===== config.mk =====
export PLATFORM = sky130hd
export DESIGN_NAME = prfi_ptr_alu
export DESIGN_NICKNAME = d
export VERILOG_FILES = /design/src/sv/prfi_pkg.sv /design/src/sv/prfi_ptr_alu.sv
export SDC_FILE = /design/constraint.sdc
export NUM_CORES = 1
export LEC_CHECK = 0
export BUFFER_PORTS_ARGS = -buffer_cell sky130_fd_sc_hd__buf_2
export CORE_AREA = 2 2 39 41
export DETAILED_ROUTE_END_ITERATION = 7
export DIE_AREA = 0 0 41 43
export MAX_ROUTING_LAYER = met4
export PLACE_DENSITY = 0.53
export SLEW_MARGIN = 20
export SYNTH_ARGS = -nofsm -noshare
export SYNTH_HDL_FRONTEND = slang
export SYNTH_SLANG_ARGS = --single-unit

===== constraint.sdc =====
create_clock -name vclk -period 1.55
set_input_delay 0.0775 -clock vclk [all_inputs]
set_output_delay 0.0775 -clock vclk [all_outputs]
set_load 0.02 [all_outputs]

===== src/sv/prfi_pkg.sv =====
`default_nettype none

package prfi_pkg;

    // field widths fixed by the request and response formats
    localparam int PAGE_W      = 48;
    localparam int CORE_W      = 4;
    localparam int CNT_W       = 32;
    localparam int CFG_IDX_W   = 2;
    localparam int CFG_DATA_W  = 8;
    localparam int ACT_CNT_W   = 4;
    localparam int MASK_W      = 8;

    // most pages one drain may return
    localparam int MAX_RESULTS = 16;

    // configuration register indexes
    localparam logic [CFG_IDX_W-1:0] CFG_ACTIVE_COUNT = 2'd0;
    localparam logic [CFG_IDX_W-1:0] CFG_CORE_MASK    = 2'd1;

    localparam logic [ACT_CNT_W-1:0] ACTIVE_COUNT_RST = 4'd8;

    typedef enum logic [1:0] {
        STATUS_OK       = 2'd0,
        STATUS_BAD_CORE = 2'd1,
        STATUS_INACTIVE = 2'd2,
        STATUS_FULL     = 2'd3
    } t_status;

    typedef enum logic {
        FUNC_ENQUEUE = 1'b0,
        FUNC_DRAIN   = 1'b1
    } t_func;

    typedef enum logic {
        ALU_INC  = 1'b0,
        ALU_DIST = 1'b1
    } t_alu_op;

    typedef enum logic [2:0] {
        ST_IDLE,
        ST_LOAD,
        ST_COUNT,
        ST_EXEC,
        ST_READ,
        ST_RESP,
        ST_OUT
    } t_state;

    typedef struct packed {
        logic              func;
        logic [CORE_W-1:0] core_id;
        logic [PAGE_W-1:0] free_page;
    } t_req;

    typedef struct packed {
        t_status           status;
        logic              page_valid;
        logic [PAGE_W-1:0] out_page;
        logic              last;
        logic              has_space;
        logic [CNT_W-1:0]  enqueue_total;
        logic [CNT_W-1:0]  enqueue_fail_total;
        logic [CNT_W-1:0]  drain_batch_total;
        logic [CNT_W-1:0]  drain_page_total;
    } t_rsp;

    // datapath status seen by the sequencer
    typedef struct packed {
        logic req_fire;
        logic rsp_fire;
        logic batch_go;
        logic more_pages;
    } t_seq_flags;

    // step strobes from the sequencer
    typedef struct packed {
        logic req_ready;
        logic rsp_valid;
        logic load;
        logic count;
        logic exec;
        logic read;
        logic resp;
    } t_seq_ctl;

endpackage

`default_nettype wire


===== src/sv/prfi_ptr_alu.sv =====
`default_nettype none

module prfi_ptr_alu #(
    parameter int INBOX_DEPTH = 64,
    parameter int PW          = 6
) (
    input  var prfi_pkg::t_alu_op i_op,
    input  var logic [PW-1:0]     i_a,
    input  var logic [PW-1:0]     i_b,
    output logic [PW-1:0]         o_y
);
    import prfi_pkg::*;

    logic [PW:0] wrap_sum;

    // distance around the ring when a is behind b
    assign wrap_sum = (PW+1)'(i_a) + (PW+1)'(INBOX_DEPTH) - (PW+1)'(i_b);

    // modular increment or modular distance a - b
    always_comb begin
        case (i_op)
            ALU_INC: begin
                o_y = (i_a == PW'(INBOX_DEPTH - 1)) ? '0 : i_a + 1'b1;
            end
            ALU_DIST: begin
                o_y = (i_a >= i_b) ? i_a - i_b : wrap_sum[PW-1:0];
            end
            default: begin
                o_y = '0;
            end
        endcase
    end

endmodule

`default_nettype wire


==> impl_metrics.json <==
{
  "startpoint_type": "input port",
  "critPathMaxFanout": 4,
  "row_count": 14,
  "grt_pass1_wl_mm": 1.88,
  "synth_warnings": 0,
  "synth_nets": 79,
  "fin_hold_ws_ns": 0.535,
  "wire_per_inst_um": 10.4,
  "fin_cells": 110,
  "io_pins": 19,
  "relSlewSlack": 0.749,
  "timing.final.ws_setup_ns": -0.0994,
  "internal_power_mw": 0.144,
  "drv_slew": 0,
  "place_congestion": 0.760,
  "fillCellCount": 138,
  "combPwrFrac": 1.000,
  "grt_pass1_vias": 473,
  "yosysSeqAreaShare": 0,
  "final_nets": 116,
  "synth.area.top_cells": "ha_1 19%, inv_1 7.5%, xor2_1 6.5%, nand2_1 5.6%, fa_1 5.0%",
  "timing.final.crit_share": 1.06,
  "netlist_area_um2": 403,
  "holdCritStartpoint": "i_op",
  "grt_overflow_total": 0,
  "vias_per_cell": 4.88,
  "routed_wl_mm": 1.14,
  "die_h_um": 43,
  "clockBufferCount": 0,
  "cp.arrival_ns": 1.57,
  "worst_pin_slew_ns": 0.373,
  "drc_errors": 0,
  "p_per_area_mw_per_mm2": 363,
  "clkPwrFrac": 0,
  "synthTopCellsByCount": "8 x inv_1, 6 x ha_1, 6 x nand2_1",
  "dp_cells": 107,
  "synth_top_area_frac": 0.186,
  "clock.fmax_mhz": 606,
  "setup.worst_path.end_class": "output port",
  "antenna_found_initial": 0,
  "dieArea_mm2": 0.00176,
  "p_leak_nw": 0.371,
  "path_buf_inv": 3,
  "max_stage_delay_ns": 0.34,
  "synth_area_leader_cell": "ha_1",
  "status": "finished with violations",
  "synth_most_common_cell": "inv_1",
  "peakVddDrop_v": 0.000162,
  "first_iter_violations": 13,
  "power_frac_seq": 0,
  "crit_slowest_cell": "o31a_1",
  "p_sw_frac": 0.480,
  "netSwitchingPower_mw": 0.133,
  "path_cells": "buf_8 -> inv_4 -> ha_4 -> nor2b_4 -> o31a_1 -> mux2i_2 -> nor3b_2 -> o32ai_2 -> buf_4",
  "critPathTopFamily": "compound AO/OA/AOI/OAI gates",
  "grt.total_usage": 0.146,
  "core_mm2": 0.00138,
  "drt_pass1_iterations": 4,
  "synthToLayoutAreaGrowth_pct": 89.8,
  "crit_type": "in -> out",
  "hold_path_class": "in -> out",
  "crit_start": "i_b[1]",
  "rsz0062_at_grt": "yes",
  "violations": "setup timing",
  "dpl.hpwl_um": 899,
  "start_util": 0.291,
  "grt_start_max_net_pins": 8,
  "drive_gt1_frac": 0.543,
  "syn_area_per_cell_um2": 6.83,
  "setup_viol": 1,
  "max_cap_violations": 0,
  "diodes": 0,
  "regArea_um2": 0,
  "portBuffers": 19,
  "pre_cts_ws_ns": -0.115,
  "die_x_um": 41,
  "vias": 537,
  "flops_and_latches": 0,
  "hold_buffers": 0,
  "synth_cells": 59,
  "period_needed_ns": 1.65,
  "final-hold-violation-count": 0,
  "synth_cell_types": 25,
  "cp_data_required_time_ns": 1.47,
  "ant_nets": 0
}
==> timing repair <==
action | CTS | global route
cloned | 0 | 0
pin swaps | 4 | 7
setup buffers | 1 | 2
hold endpoints to repair | 0 | 0
resized for setup | 10 | 17
endpoints found under the setup margin | 2 | 2
==> metrics by stage <==
step / utilization / power [mW] / setup TNS, ns / area, um^2
detailed placement: 0.450 / 0.228 / -0.180 / 623
global route: 0.552 / 0.309 / -0.290 / 764
CTS: 0.484 / 0.246 / -0.0599 / 669
finish: 0.552 / 0.278 / -0.0994 / 764
global placement: 0.450 / 0.227 / -0.153 / 623
floorplan: - / 0.136 / 0 / 410
==> cell type report <==
class / instances / area, um^2 / share of cell area
Inverter: 8 / 35.0 / 0.0458
Multi-Input combinational cell: 51 / 454 / 0.594
Tap cell: 16 / 20.0 / 0.0262
Timing Repair Buffer: 35 / 255 / 0.334
==> routing by layer <==
metal,GRT usage,routed length (um)
met1,0.193,544
met2,0.256,551
met3,0,49
met4,0,0
met5,-,0
==> power by group through the flow <==
stage / clock, mW / combinational [mW] / sequential, mW
final: 0 / 0.278 / 0
after detailed placement: 0 / 0.228 / 0
after CTS: 0 / 0.246 / 0
after floorplan: 0 / 0.136 / 0
after global routing: 0 / 0.309 / 0
after global placement: 0 / 0.227 / 0
==> placed cells by master (no fill, tap or decap) <==
cell type and n:
and3_1 2, nand2_1 6, o21ai_1 1, buf_6 4, nand3_1 4, buf_2 12, nor4_2 1, o32ai_1 1
nor3b_2 1, nor3_1 1, o311ai_1 1, fa_2 1, mux2i_2 1, buf_4 18, ha_1 2, buf_8 1
ha_4 4, nor2_1 3, a311oi_1 1, o21ai_0 3, inv_2 2, xnor2_1 2, and2b_1 1, inv_1 4
o31a_1 1, xor2_1 3, o32ai_2 1, a21o_1 1, nor2_2 1, nand2b_1 1, o22ai_1 1, a21oi_2 1
a21oi_1 2, o21a_1 2, nor2b_4 1, inv_4 2
==> logic make-up (layout without fill, tap and decap cells) <==
group / count (synthesis) / count (layout) / share of synthesized area
AND/OR/NAND/NOR: 22 / 22 / 0.289
AO/OA/AOI/OAI: 16 / 16 / 0.267
buffers and inverters: 8 / 43 / 0.0745
adder cells (fa/ha/maj): 7 / 7 / 0.236
XOR/XNOR: 5 / 5 / 0.109
multiplexers: 1 / 1 / 0.0248
==> final timing paths <==
path	cells after the start	endpoint	slack, ns
worst max-delay path	9	o_y[5]	-0.1
worst min-delay path	3	o_y[2]	0.53
Power figures use the tool's default switching activity.
