$ cat src/sv/prfi_pkg.sv
`default_nettype none

package prfi_pkg;

    // field widths fixed by the request and response formats
    localparam int PAGE_W      = 48;
    localparam int CORE_W      = 4;
    localparam int CNT_W       = 32;
    localparam int CFG_IDX_W   = 2;
    localparam int CFG_DATA_W  = 8;
    localparam int ACT_CNT_W   = 4;
    localparam int MASK_W      = 8;

    // most pages one drain may return
    localparam int MAX_RESULTS = 16;

    // configuration register indexes
    localparam logic [CFG_IDX_W-1:0] CFG_ACTIVE_COUNT = 2'd0;
    localparam logic [CFG_IDX_W-1:0] CFG_CORE_MASK    = 2'd1;

    localparam logic [ACT_CNT_W-1:0] ACTIVE_COUNT_RST = 4'd8;

    typedef enum logic [1:0] {
        STATUS_OK       = 2'd0,
        STATUS_BAD_CORE = 2'd1,
        STATUS_INACTIVE = 2'd2,
        STATUS_FULL     = 2'd3
    } t_status;

    typedef enum logic {
        FUNC_ENQUEUE = 1'b0,
        FUNC_DRAIN   = 1'b1
    } t_func;

    typedef enum logic {
        ALU_INC  = 1'b0,
        ALU_DIST = 1'b1
    } t_alu_op;

    typedef enum logic [2:0] {
        ST_IDLE,
        ST_LOAD,
        ST_COUNT,
        ST_EXEC,
        ST_READ,
        ST_RESP,
        ST_OUT
    } t_state;

    typedef struct packed {
        logic              func;
        logic [CORE_W-1:0] core_id;
        logic [PAGE_W-1:0] free_page;
    } t_req;

    typedef struct packed {
        t_status           status;
        logic              page_valid;
        logic [PAGE_W-1:0] out_page;
        logic              last;
        logic              has_space;
        logic [CNT_W-1:0]  enqueue_total;
        logic [CNT_W-1:0]  enqueue_fail_total;
        logic [CNT_W-1:0]  drain_batch_total;
        logic [CNT_W-1:0]  drain_page_total;
    } t_rsp;

    // datapath status seen by the sequencer
    typedef struct packed {
        logic req_fire;
        logic rsp_fire;
        logic batch_go;
        logic more_pages;
    } t_seq_flags;

    // step strobes from the sequencer
    typedef struct packed {
        logic req_ready;
        logic rsp_valid;
        logic load;
        logic count;
        logic exec;
        logic read;
        logic resp;
    } t_seq_ctl;

endpackage

`default_nettype wire

$ cat src/sv/prfi_seq.sv
`default_nettype none

module prfi_seq (
    input  var logic                 i_clk,
    input  var logic                 i_rst_n,
    input  var prfi_pkg::t_seq_flags i_flags,
    output prfi_pkg::t_seq_ctl       o_ctl
);
    import prfi_pkg::*;

    t_state r_state;
    t_state n_state;

    always_ff @(posedge i_clk) begin
        if (!i_rst_n) begin
            r_state <= ST_IDLE;
        end else begin
            r_state <= n_state;
        end
    end

    // next state
    always_comb begin
        n_state = r_state;
        case (r_state)
            ST_IDLE: begin
                if (i_flags.req_fire) begin
                    n_state = ST_LOAD;
                end
            end
            ST_LOAD:  n_state = ST_COUNT;
            ST_COUNT: n_state = ST_EXEC;
            ST_EXEC: begin
                n_state = i_flags.batch_go ? ST_READ : ST_RESP;
            end
            ST_READ:  n_state = ST_RESP;
            ST_RESP:  n_state = ST_OUT;
            ST_OUT: begin
                if (i_flags.rsp_fire) begin
                    n_state = i_flags.more_pages ? ST_READ : ST_IDLE;
                end
            end
            default:  n_state = ST_IDLE;
        endcase
    end

    // step strobes
    always_comb begin
        o_ctl = '0;
        case (r_state)
            ST_IDLE:  o_ctl.req_ready = 1'b1;
            ST_LOAD:  o_ctl.load      = 1'b1;
            ST_COUNT: o_ctl.count     = 1'b1;
            ST_EXEC:  o_ctl.exec      = 1'b1;
            ST_READ:  o_ctl.read      = 1'b1;
            ST_RESP:  o_ctl.resp      = 1'b1;
            ST_OUT:   o_ctl.rsp_valid = 1'b1;
            default:  o_ctl = '0;
        endcase
    end

endmodule

`default_nettype wire

$ cat config.mk
export PLATFORM = sky130hd
export DESIGN_NAME = prfi_seq
export DESIGN_NICKNAME = d
export VERILOG_FILES = /design/src/sv/prfi_pkg.sv /design/src/sv/prfi_seq.sv
export SDC_FILE = /design/constraint.sdc
export NUM_CORES = 1
export LEC_CHECK = 0
export BUFFER_PORTS_ARGS = -buffer_cell sky130_fd_sc_hd__buf_2
export CORE_AREA = 2 2 39 41
export DETAILED_ROUTE_END_ITERATION = 6
export DIE_AREA = 0 0 41 43
export PLACE_DENSITY = 0.42
export SLEW_MARGIN = 20
export SYNTH_ARGS = -nofsm -noshare
export SYNTH_HDL_FRONTEND = slang
export SYNTH_SLANG_ARGS = --single-unit
$ cat constraint.sdc
create_clock -name i_clk -period 3.2 [get_ports i_clk]
set_input_delay 0.48 -clock i_clk [delete_from_list [all_inputs] [get_ports i_clk]]
set_output_delay 0.48 -clock i_clk [all_outputs]
set_load 0.005 [all_outputs]
==> results of run 1 <==
worst min path at each step:
stage | endpoint | slack, ns | depth (start not counted)
floorplan | r_state[0] | 0.58 | 2
global placement | r_state[1] | 0.61 | 2
detailed placement | r_state[1] | 0.61 | 2
CTS | r_state[2] | 0.49 | 2
global route | r_state[2] | 0.49 | 2
finish | r_state[2] | 0.49 | 2
synthesized netlist by cell type:
master	number
inv_2	1
and3_4	1
buf_2	1
o31a_1	1
nor2b_1	1
a21oi_1	1
nor3_1	4
nor2_1	4
a21boi_0	1
dfxtp_1	3
nor3b_1	1
and3_1	1
nand2_1	2
nand3b_1	1
buf_4	1
nand2b_1	2
where the power goes:
part	switching, mW	internal [mW]	total, mW	leakage [nW]
clock network	0.0204	0.0468	0.0672	0.0150
logic	0.0114	0.0164	0.0279	0.0952
registers	0.00919	0.0418	0.0510	0.0247
metrics by stage:
stage,cells,utilization (%)
floorplan,26,-
global placement,52,18.7
detailed placement,52,18.7
CTS,56,20.6
global route,56,20.6
finish,56,20.6
layout make-up:
cell class                 count  area (um^2)
tap                           16         20.0
clock buffer                   4         26.3
fill                         162         1100
multi-input combinational     20          115
inverter                       1         3.75
timing repair buffer          12         60.1
sequential                     3         60.1
metal layers:
layer  vias to the layer above  GRT usage [%]  share of wire [%]
met4                         0           4.00                4.1
met2                        10           7.81                 39
met5                         -              0                  0
met3                         2           7.85                9.5
met1                        91           7.67                 47
li1                        118              -                  -
cell families (layout without fill, tap and decap cells):
group                  count (synthesis)  count (layout)  share of synthesized area [%]
buffers and inverters                  3              17                           8.49
flip-flops                             3               3                           31.4
AND/OR/NAND/NOR                       17              17                           49.0
AO/OA/AOI/OAI                          3               3                           11.1
==> flow_summary_export.csv, run 1 <==
group,metric,value,unit
power_and_ir_drop,leakage,0.135,nW
global_routing,groute.usage.overall,7.01,%
placement,placed_area,259,um^2
layout,syn2layout_area_growth,49.0,%
sta,fmax,634,MHz
floorplanning,die_w,41,um
yosys,synth_top_area_share,31.4,%
critical_path,cp_cell_sequence,"inv_2 -> nor3_1 -> buf_2",
run,maxCapViolations,0,
layout,regMostFlops,"r_state",
clock_tree,postCtsSetupBuffers,0,
clock_tree,cts_tree,"done",
critical_path,cp-start-kind,"flip-flop",
sta,grt_setup_unrepaired,"no",
routing,drt-total-wl,484,um
sta,setup_viol,0,
critical_path,rr_startpoint,"r_state[2]",
placement,port_buffers,12,
power_and_ir_drop,ir_worst_vdd,0.218,mV
sta,timing.final.crit_share,49.3,%
critical_path,startpoint,"r_state[2]",
critical_path,critPathCaptureType,"primary output",
layout,antenna_cells,0,
routing,drtAntennaViolNets,0,
power_and_ir_drop,power,146,uW
routing,drc_errors,0,
critical_path,crit_cells,3,
layout,final_design_area_no_fill,285,um^2
critical_path,crit_end,"o_ctl[1]",
yosys,yosys-top-cells-area,"dfxtp_1, nor3_1, nor2_1",
clock_tree,htreeDepth,1,
layout,reg_top3,"r_state x3",
clock_tree,numCtsBuffers,3,
clock_tree,clock_sinks,3,
placement,dp.final_hpwl,357,um
critical_path,reg2reg_depth,3,
yosys,yosysWarnings,0,
floorplanning,rows,14,
clock_tree,cts-root-buf,"clkbuf_4",
critical_path,slowest_delay,0.46,ns
yosys,synth-seq-area-share,31.4,%
routing,dr.pass1.iters,1,
critical_path,cp_top_family,"flip-flops",
yosys,synth_fp_nets,32,
yosys,synth_area,191,um^2
clock_tree,ctsHoldBuffers,0,
routing,wl_per_cell,8.64,um
critical_path,criticalPathCategory,"reg2out",
sta,slew_violations,0,
power_and_ir_drop,pwr_density_cell,512,mW/mm^2
routing,drtIter0Drc,0,
run_status,status,"completed",
min_path,min_from,"i_rst_n",
floorplanning,placeableCoreArea,0.00138,mm^2
yosys,ys_ff_latch,3,
sta,fin_ws,1.62,ns
global_routing,overflow,0,
global_routing,antenna_found_initial,0,
floorplanning,start_util,13.8,%
floorplanning,die_y,43,um
global_routing,grt_pass1_vias,186,
routing,viasPerCell,3.95,
critical_path,path_buf_inv,2,
sta,final-hold-violation-count,0,
sta,tightest_slew,0.286,ns
clock_tree,clock_latency,0.23,ns
routing,vias,221,
floorplanning,die_area,0.00176,mm^2
min_path,hp-class,"in2reg",
clock_tree,cts_buffer_depth,2,
critical_path,r2r_slack,2.06,ns
sta,max_slew_margin,80.9,%
yosys,synth_cell_types,16,
sta,holdWs,0.492,ns
layout,drive_gt1_share,42.5,%
global_routing,grt_pass1_wl,731,um
sta,tns,0,ns
yosys,synth_top_area_cell,"dfxtp_1",
layout,final_cell_mix,"buf_2, nor2_1, nor3_1",
placement,post-place-ws,1.87,ns
layout,mostFrequentLayoutCell,"buf_2",
critical_path,critical_path_arrival,1.10,ns
yosys,avgSynthCellArea,7.36,um^2
critical_path,r2r_end,"r_state[2]",
layout,largest_reg_flops,3,
critical_path,crit_path_top_delay_cell,"dfxtp_1",
layout,fin_nets,47,
sta,skew,0.00485,ns
yosys,syn_inst,26,
placement,globalplace.congestion,0.672,
critical_path,crit_path_max_fanout,7,
critical_path,required,2.72,ns
clock_tree,post_cts_resize_count,0,
global_routing,grt_max_degree,11,
clock_tree,clk_pin_slew,0.04,ns
sta,min_period,1.58,ns
floorplanning,ios,13,
Power figures use the tool's default switching activity.
==> run 2: changes to the inputs <==
Settings changed: ABC_AREA from default to 1, PLACE_DENSITY 0.42 to 0.45.
Clock period 3.2 ns to 1.45 ns, I/O delays scaled along.
==> flow_summary_export.csv, run 2 <==
group,metric,value,unit
yosys,synth_common_cells,"nand2_1, inv_1, nor2_1, dfxtp_1",
layout,antenna_cells,0,
sta,timing.final.crit_share,90.7,%
routing,drtAntennaViolNets,0,
yosys,yosysMostFrequentCell,"nand2_1",
clock_tree,clk_pin_slew,0.04,ns
critical_path,critPathCaptureType,"primary output",
routing,drtIter0Drc,4,
yosys,synth_edf_count,0,
yosys,synth_fp_nets,43,
power_and_ir_drop,pwr_density_cell,1140,mW/mm^2
yosys,avgSynthCellArea,5.78,um^2
yosys,synth_area,214,um^2
routing,dr.pass1.iters,4,
sta,min_period,1.32,ns
routing,wl_per_cell,8.01,um
layout,syn2layout_area_growth,47.4,%
layout,fin_nets,59,
placement,dp.final_hpwl,458,um
critical_path,r2r_end,"r_state[1]",
global_routing,grt_max_degree,9,
floorplanning,ios,13,
placement,port_buffers,12,
clock_tree,postCtsSetupBuffers,0,
layout,fill_cells,164,
min_path,hp-class,"in2reg",
clock_tree,numCtsBuffers,3,
sta,max_slew_margin,80.4,%
clock_tree,clock_latency,0.23,ns
placement,globalplace.congestion,0.716,
yosys,yosys-top-cells-area,"dfxtp_1, nand2_1, inv_1",
floorplanning,die_area,0.00176,mm^2
floorplanning,placeableCoreArea,0.00138,mm^2
yosys,yosysWarnings,0,
layout,finalNonFillerCells,68,
yosys,ys_ff_latch,3,
clock_tree,cts_buffer_depth,2,
clock_tree,cts-root-buf,"clkbuf_4",
layout,mostFrequentLayoutCell,"buf_2",
sta,tns,0,ns
power_and_ir_drop,leakage,0.190,nW
routing,viasPerCell,3.87,
sta,grt_setup_unrepaired,"no",
critical_path,rr_startpoint,"r_state[0]",
sta,skew,0.00353,ns
critical_path,required,1.23,ns
sta,fmax,760,MHz
yosys,async_flop_share,0,%
critical_path,cp-start-kind,"flip-flop",
global_routing,antenna_found_initial,0,
sta,tightest_slew,0.293,ns
layout,largest_reg_flops,3,
layout,regMostFlops,"r_state",
global_routing,grt_pass1_vias,233,
sta,final-hold-violation-count,0,
yosys,synth-seq-area-share,28.1,%
floorplanning,die_w,41,um
critical_path,crit_path_top_delay_cell,"dfxtp_1",
sta,setup_viol,0,
critical_path,cp_cell_sequence,"nand2_1 -> nor2_1 -> buf_2",
critical_path,startpoint,"r_state[0]",
yosys,synth_top_area_share,28.1,%
clock_tree,htreeDepth,1,
global_routing,grt_pass1_wl,862,um
global_routing,groute.usage.overall,7.52,%
routing,drc_errors,0,
critical_path,reg2reg_depth,5,
yosys,synth_flop_cell,"dfxtp_1",
sta,slew_violations,0,
power_and_ir_drop,ir_worst_vdd,0.288,mV
yosys,syn_inst,37,
critical_path,crit_end,"o_ctl[4]",
run,maxCapViolations,0,
layout,reg_top3,"r_state x3",
floorplanning,start_util,15.5,%
yosys,synth_top_area_cell,"dfxtp_1",
clock_tree,ctsHoldBuffers,0,
global_routing,overflow,0,
clock_tree,post_cts_resize_count,0,
floorplanning,die_y,43,um
placement,place_inst,64,
layout,final_cell_mix,"buf_2, nand2_1, inv_1",
critical_path,criticalPathCategory,"reg2out",
floorplanning,rows,14,
critical_path,r2r_slack,0.45,ns
clock_tree,cts_tree,"done",
clock_tree,clock_sinks,3,
layout,drive_gt1_share,36.5,%
critical_path,slowest_delay,0.48,ns
yosys,synth_cell_types,12,
routing,vias,263,
routing,drt-total-wl,545,um
critical_path,critical_path_arrival,1.10,ns
run_status,status,"completed",
sta,holdWs,0.237,ns
critical_path,crit_path_max_fanout,8,
-- run 2: cell types whose count changed in the layout (fill, tap and decap cells not counted), moves of 2 or more --
cell      change
inv_1         +8
nor2_1        +3
nor3_1        -2
nand2_1       +7
nand2_2       +2
nand2b_1      -2
-- run 2: report_power, final --
| part | switching, mW | internal [mW] |
|---|---|---|
| logic | 0.0537 | 0.0436 |
| clock network | 0.0416 | 0.103 |
| registers | 0.0222 | 0.0952 |
-- run 2: worst min path at each step --
stage                          start         end  slack [ns]  cells after the start
after global placement    i_flags[3]  r_state[0]        0.48                      3
final                     i_flags[3]  r_state[0]        0.24                      3
after global routing      i_flags[3]  r_state[0]        0.24                      3
after CTS                 i_flags[3]  r_state[0]        0.23                      3
after floorplan              i_rst_n  r_state[2]        0.36                      2
after detailed placement  i_flags[3]  r_state[0]        0.48                      3
-- run 2: layout make-up --
class	instances	area, um^2	share of cell area [%]
timing repair buffer	12	60.1	19.0
inverter	8	30.0	9.52
clock buffer	4	26.3	8.33
tap	16	20.0	6.35
multi-input combinational	25	119	37.7
sequential	3	60.1	19.0
-- run 2: through the flow --
stage               total power, mW  area [um^2]  setup slack, ns  utilization, %
floorplan                     0.179          214            0.561               -
global placement              0.218          289            0.398            20.9
detailed placement            0.217          289            0.376            20.9
CTS                           0.371          315            0.121            22.8
global route                  0.391          315           0.0185            22.8
finish                        0.359          315            0.135            22.8
-- run 2: logic make-up (layout without fill, tap and decap cells) --
logic type / after synthesis / after routing / share of synthesized area [%]
DFF: 3 / 3 / 28.1
AOI/OAI and AO/OA: 2 / 2 / 6.43
and+or+nand+nor: 23 / 23 / 49.1
buffers and inverters: 9 / 24 / 16.4
-- run 2: per-layer routing --
metal	vias to the layer above	track usage (%)	part of all wire, %
met5	-	0	0
met1	113	10.3	45
met4	0	8.00	0
met3	0	1.57	8.3
met2	9	8.75	47
li1	141	-	-
-- run 2: worst max-delay path, delay by kind of cell, from the launching register on --
family        cells  cell delay, ns
buf+inv           1            0.12
flops             1            0.48
simple gates      2            0.27
